## config.mk

```make
export PLATFORM = sky130hd
export DESIGN_NAME = aarm_cordic_cell
export DESIGN_NICKNAME = d
export VERILOG_FILES = /design/src/aarm_pkg.sv /design/src/aarm_cordic_cell.sv
export SDC_FILE = /design/constraint.sdc
export NUM_CORES = 1
export LEC_CHECK = 0
export BUFFER_PORTS_ARGS = -buffer_cell sky130_fd_sc_hd__buf_2
export CORE_MARGIN = 2
export CORE_UTILIZATION = 59
export CTS_BUF_LIST = sky130_fd_sc_hd__clkbuf_8 sky130_fd_sc_hd__clkbuf_16
export DETAILED_ROUTE_END_ITERATION = 16
export PLACE_DENSITY = 0.88
export SETUP_SLACK_MARGIN = 0.05
export SYNTH_ARGS = -nofsm -noshare
export SYNTH_HDL_FRONTEND = slang
export SYNTH_SLANG_ARGS = --single-unit
```

## constraint.sdc

```tcl
create_clock -name aclk -period 7.1 [get_ports aclk]
set_clock_uncertainty 0.2 [all_clocks]
set_input_delay 1.42 -clock aclk [delete_from_list [all_inputs] [get_ports aclk]]
set_output_delay 1.42 -clock aclk [all_outputs]
set_load 0.02 [all_outputs]
```

## src/aarm_pkg.sv

```systemverilog
`timescale 1ns / 1ps
// ----------------------------------------------------------------------------
// Axis-angle rotation matrix package
// Shared widths, CORDIC constants and the arctangent table.
// ----------------------------------------------------------------------------
package aarm_pkg;

    localparam int ATAN_LEN = 24;
    localparam int CW       = 36;   // CORDIC datapath width, Q30 plus headroom

    typedef logic signed [CW-1:0] cword_t;
    typedef logic signed [15:0]   q14_t;

    localparam cword_t Q30_PI      = 36'sd3373259426;
    localparam cword_t Q30_HALF_PI = 36'sd1686629713;
    localparam cword_t Q30_GAIN    = 36'sd652032874;
    localparam logic signed [17:0] Q14_ONE = 18'sd16384;

    // One request travelling along the CORDIC row.
    typedef struct packed {
        cword_t x;
        cword_t y;
        cword_t z;
        logic   flip;
        q14_t   ax;
        q14_t   ay;
        q14_t   az;
    } cordic_t;

    function automatic cword_t atan_q30(input int i);
        cword_t r;
        r = '0;
        unique case (i)
            0:  r = 36'sh03243F6A8;
            1:  r = 36'sh01DAC6705;
            2:  r = 36'sh00FADBAFC;
            3:  r = 36'sh007F56EA6;
            4:  r = 36'sh003FEAB76;
            5:  r = 36'sh001FFD55B;
            6:  r = 36'sh000FFFAAA;
            7:  r = 36'sh0007FFF55;
            8:  r = 36'sh0003FFFEA;
            9:  r = 36'sh0001FFFFD;
            10: r = 36'sh0000FFFFF;
            11: r = 36'sh00007FFFF;
            12: r = 36'sh00003FFFF;
            13: r = 36'sh00001FFFF;
            14: r = 36'sh00000FFFF;
            15: r = 36'sh000007FFF;
            16: r = 36'sh000003FFF;
            17: r = 36'sh000001FFF;
            18: r = 36'sh000000FFF;
            19: r = 36'sh0000007FF;
            20: r = 36'sh0000003FF;
            21: r = 36'sh0000001FF;
            22: r = 36'sh0000000FF;
            23: r = 36'sh00000007F;
            default: r = '0;
        endcase
        return r;
    endfunction

endpackage

```

## src/aarm_cordic_cell.sv

```systemverilog
`timescale 1ns / 1ps
// ----------------------------------------------------------------------------
// CORDIC cell
// One rotation-mode micro-rotation with a fixed shift, registered.
// ----------------------------------------------------------------------------
module aarm_cordic_cell
    import aarm_pkg::*;
#(
    parameter int STAGE = 0
) (
    input  logic    aclk,
    input  logic    aresetn,
    input  logic    en,
    input  logic    vld_in,
    input  cordic_t dat_in,
    output logic    vld_out,
    output cordic_t dat_out
);

    logic    vld_reg;
    cordic_t dat_reg, dat_next;

    always_comb begin
        dat_next = dat_in;
        if (!dat_in.z[CW-1]) begin
            dat_next.x = dat_in.x - (dat_in.y >>> STAGE);
            dat_next.y = dat_in.y + (dat_in.x >>> STAGE);
            dat_next.z = dat_in.z - atan_q30(STAGE);
        end else begin
            dat_next.x = dat_in.x + (dat_in.y >>> STAGE);
            dat_next.y = dat_in.y - (dat_in.x >>> STAGE);
            dat_next.z = dat_in.z + atan_q30(STAGE);
        end
    end

    always_ff @(posedge aclk) begin
        if (!aresetn) begin
            vld_reg <= 1'b0;
        end else if (en) begin
            vld_reg <= vld_in;
        end
        if (en) begin
            dat_reg <= dat_next;
        end
    end

    assign vld_out = vld_reg;
    assign dat_out = dat_reg;

endmodule

```

==> out/metrics.sh <==
DETAIL_ROUTE.VIAS_PER_CELL=6.020
NUMBER_OF_STAGES_ON_THE_WORST_HOLD_PATH=2
BUFFER_PORTS.INSERTED=318
SYNTH_AREA_MM2=0.01220
WORST_SLEW_MARGIN_REL_PCT=39.92
NNETSFINAL=1873
DIE_W_UM=147.8
GRT_MAX_DEGREE=98
YOSYSUNIQUECELLTYPES=74
GRT_ANTENNA_BEFORE_REPAIR=9
FINALWORSTPATHREQUIREDPERIOD_NS=5.464
POST_CTS_RESIZED=0
YOSYS.AREA.TOP_TYPE='sky130_fd_sc_hd__edfxtp_1'
SLOWEST_STAGE_CELL_ON_THE_CRITICAL_PATH='sky130_fd_sc_hd__clkinv_1'
SYN-INSTANCE-COUNT=1280
CRITICAL_PATH.MAX_FANOUT=44
FIN_WORST_HOLD_SLACK_NS=0.3207
FINAL_REPLACE_WEIGHTED_CONGESTION=0.9499
CLK_ROOT_BUFFER_CELL='sky130_fd_sc_hd__clkbuf_16'
TIGHTESTPINTRANSITION_NS=0.9011
HOLDCRITPATHCLASS='register to register'
CTS_HOLD_REPAIR.BUFFERS=0
POWER.SHARE.SWITCHING_PCT=36.93
TOTAL_SWITCHING_POWER_mW=1.204
CP_DATA_REQUIRED_TIME_NS=7.09
IOPINCOUNT=319
CTS_TREE='done'
FINAL-INSTANCE-COUNT-EXCL-FILL=1862
DRIVE_GT1_SHARE_PCT=23.47
SEQUENTIAL_ELEMENT_SHARE_OF_THE_SYNTHESIZED_AREA_PCT=38.58
CTS_SETUP_BUFFERS=0
POWER.INTERNAL_mW=2.056
CTSHTREEMAXLEVEL=4
CRITICAL_PATH.TOP_DELAY_FAMILY='compound AO/OA/AOI/OAI gates'
POWER_PER_CELL_AREA_mW_PER_MM2=223.6
SYNTHARSTFLOPSHARE_PCT=0
CTS.SINKS=157
SYNTH.NET_COUNT=1581
PLACE_INST=1823
TIMING_MAX_TRANSITION_VIOLATIONS_FINAL=0
MOST-COMMON-LAYOUT-CELLS='316 x sky130_fd_sc_hd__buf_2, 159 x sky130_fd_sc_hd__a21oi_1, 156 x sky130_fd_sc_hd__edfxtp_1, 136 x sky130_fd_sc_hd__ha_1, 113 x sky130_fd_sc_hd__inv_1'
POSTSYNTHAREAPERCELL_UM2=9.528
CRITPATHKIND='input port to register'
LARGEST_FAMILY_OF_LOGIC_CELLS_BY_SYNTHESIZED_AREA='compound AO/OA/AOI/OAI gates'
POSTSYNTHREGISTERBITS=157
FINAL.PERIOD_UTILIZATION_PCT=76.96
SYNTH_FA_HA_AREA_SHARE_PCT=14.61
LAYOUT.CELLS.MOST_COMMON='sky130_fd_sc_hd__buf_2'
YOSYS-TOP-CELLS-AREA='sky130_fd_sc_hd__edfxtp_1 38%, sky130_fd_sc_hd__ha_1 14%, sky130_fd_sc_hd__a21oi_1 6.5%'
ROUTED_MET2_LENGTH_UM=18570
DRC=0
GLOBAL_ROUTE_WIRE_LENGTH_BEFORE_REPAIR_UM=56340
FP.DIEAREA_MM2=0.02184
SYNTH_XOR_XNOR_AREA_SHARE_PCT=6.966
GLOBAL_ROUTE.OVERFLOW_TOTAL=0
TYPE_OF_ORIGIN_OF_THE_CRITICAL_PATH='input port'
TNS_NS=0
SYNTH_EDF_COUNT=156
POWER_FRAC_SEQ_PCT=37.7
POST_ROUTE_MET1_WIRELENGTH_UM=13960
WORSTSKEWPAIRLATENCY_NS=0.43
TIMING.MAX_CAP.VIOLATIONS=0
WORST_HOLD_PATH.ENDPOINT='vld_out'
ROUTED-VIA-COUNT=11210
GRT_SETUP_UNREPAIRED='no'
DETAIL_ROUTE.WL_PER_CELL_UM=19.92
CRIT_PATH_MAX_INCR_DELAY_NS=0.68
AREA.GROWTH.SYNTH_TO_FINAL_PCT=19.55
POWER.LEAKAGE_nW=6.643
CP.BUFFERS_INVERTERS=3
SHARE_OF_THE_SYNTHESIZED_AREA_IN_THE_TOP_CELL_TYPE_PCT=38.41
ROWS=52
DIE_HEIGHT_UM=147.8
SYNTH_SIMPLE_GATE_AREA_SHARE_PCT=10.23
ROUTE.FINAL.WIRE_LENGTH_UM=37090
CTS_BUFFERS=17
HPWLAFTERDP_UM=28940
MET3_WIRELENGTH_UM=3438
VIAS_IN_THE_FIRST_GLOBAL_ROUTE=10548
DRT_FIRST_PASS_ITERS=5
REG2REG_CAPTURE_POINT='vld_out'
FINAL_AREA_MM2=0.01458
R2R_CELLS=2
REPORT.FINAL.HOLD_VIOL_COUNT=0
GLOBALROUTETOTALUTIL_PCT=32.87
CELL_BREAKDOWN_OF_THE_CRITICAL_PATH='buf_4, clkinv_1, buf_4, ha_1, a21oi_1, nor2_1, o21a_1, o41ai_1, a31oi_1, a31oi_1, o21ai_0, a21o_1, a21oi_1, xnor2_1'
DRT_FIRST_ITER_VIOLATIONS=932
MULTIPLEXER_SHARE_OF_THE_SYNTHESIZED_AREA_PCT=1.313
SETUP.WORST_PATH.START='dat_in[84]'
SYNTH-MAIN-FF-CELL='sky130_fd_sc_hd__edfxtp_1'
TOP_LAYER_USED='met5'
WORSTREG2REGSTART='vld_out'
SYNTH_COMPOUND_GATE_AREA_SHARE_PCT=22.92
FLOORPLAN.INITIALDENSITY_PCT=60.27
RUN_STATUS='completed'
SHARE_CLK_OF_TOTAL_POWER_PCT=28.9
PRE_CTS_SLACK_NS=1.266
STARTPOINT_OF_THE_WORST_HOLD_PATH='vld_out'
R2R_SETUP_SLACK_NS=6.31
LAYOUT_SETUP_WS_NS=1.636
DETAILED_PLACE.AREA_MM2=0.01395
SYNTH_WARNINGS=0
CTS-ROOT-TO-SINK-BUFFERS=2
TIMING.CRITICAL_PATH.TO_TYPE='register'
FINAL_ANTENNA_NET_COUNT=0
POWER.IR.VDD_WORST_uV=171.8
CLK_TRANSITION_REPORTED_PATHS_NS=0.07
CRIT_ARRIVAL_NS=5.45
MAX_FREQ_GHz=0.1830
FINAL_SETUP_VIOLATION_COUNT=0
COREAREA_MM2=0.02023
POWER.COMBINATIONAL.FRACTION_PCT=33.4
worst min-delay path, stage by stage (launching register included):
cell and delay, ns:
sky130_fd_sc_hd__dfxtp_1 0.32, sky130_fd_sc_hd__mux2i_1 0.06, sky130_fd_sc_hd__nor2b_1 0.10
worst max path at each step:
stage                        endpoint  cells past startpoint  slack [ns]
after floorplan           dat_out[82]                     13        2.38
after global placement    dat_out[83]                     14        1.47
after detailed placement  dat_out[81]                     14        1.27
after CTS                 dat_out[77]                     14        1.73
after global routing      dat_out[77]                     14        1.35
final                     dat_out[77]                     14        1.64
synth_stat cells, types with 6 or more instances:
library cell,n
sky130_fd_sc_hd__a21oi_1,159
sky130_fd_sc_hd__edfxtp_1,156
sky130_fd_sc_hd__ha_1,136
sky130_fd_sc_hd__inv_1,113
sky130_fd_sc_hd__nor2_1,100
sky130_fd_sc_hd__xnor2_1,79
sky130_fd_sc_hd__o21ai_0,72
sky130_fd_sc_hd__nand2_1,53
sky130_fd_sc_hd__a21o_1,49
sky130_fd_sc_hd__o21bai_1,34
sky130_fd_sc_hd__clkbuf_1,31
sky130_fd_sc_hd__nor3_1,24
sky130_fd_sc_hd__nand3_1,21
sky130_fd_sc_hd__nand4_1,20
sky130_fd_sc_hd__xor2_1,18
sky130_fd_sc_hd__mux2i_1,16
sky130_fd_sc_hd__a31oi_1,14
sky130_fd_sc_hd__o21a_1,14
sky130_fd_sc_hd__a211oi_1,13
sky130_fd_sc_hd__nor2b_1,13
sky130_fd_sc_hd__nand2b_1,10
sky130_fd_sc_hd__buf_1,7
sky130_fd_sc_hd__clkinv_1,7
sky130_fd_sc_hd__o211ai_1,7
sky130_fd_sc_hd__o31ai_1,7
sky130_fd_sc_hd__buf_2,6
sky130_fd_sc_hd__o21ai_1,6
sky130_fd_sc_hd__o22ai_1,6
kinds of logic after synthesis:
kind of cell / after synthesis
AOI/OAI and AO/OA: 436
adders and majority gates: 140
DFF: 157
xor gates and xnor gates: 97
muxes: 16
and+or+nand+nor: 266
buffers and inverters: 168
layout make-up:
| class | count | area [um^2] |
|---|---|---|
| diodes | 7 | 17.52 |
| flip-flops and latches | 157 | 4705 |
| well taps | 270 | 337.8 |
| clock buffers | 17 | 425.4 |
| repair buffers | 321 | 1623 |
| clock inverters | 15 | 187.7 |
| inverters | 120 | 450.4 |
| multi-input cells | 955 | 6834 |
| fillers | 1515 | 5654 |
registers in the layout, indices dropped and copies added, names as in the netlist:
signal	cells
vld_out	1
dat_out	156
metal layers:
metal,up-vias,global-route usage (%)
met2,644,58.09
met4,4,11.35
li1,5228,-
met3,94,5.957
met1,5240,40.49
met5,-,0
power groups by stage:
stage          sequential [mW]  combinational, mW  clock (mW)
3_5_place_dp              1.25               1.07           0
5_1_grt                   1.24               1.17       0.983
2_1_floorplan             1.41              0.546           0
4_1_cts                   1.23               1.08       0.952
6_report                  1.23               1.09       0.941
3_3_place_gp              1.24               1.05           0
metrics by stage:
stage	total power, mW	utilization [%]
final	3.261	72.06
after global routing	3.390	72.03
after CTS	3.258	71.97
after detailed placement	2.317	68.94
after global placement	2.294	68.94
after floorplan	1.953	-
Power figures use the tool's default switching activity.
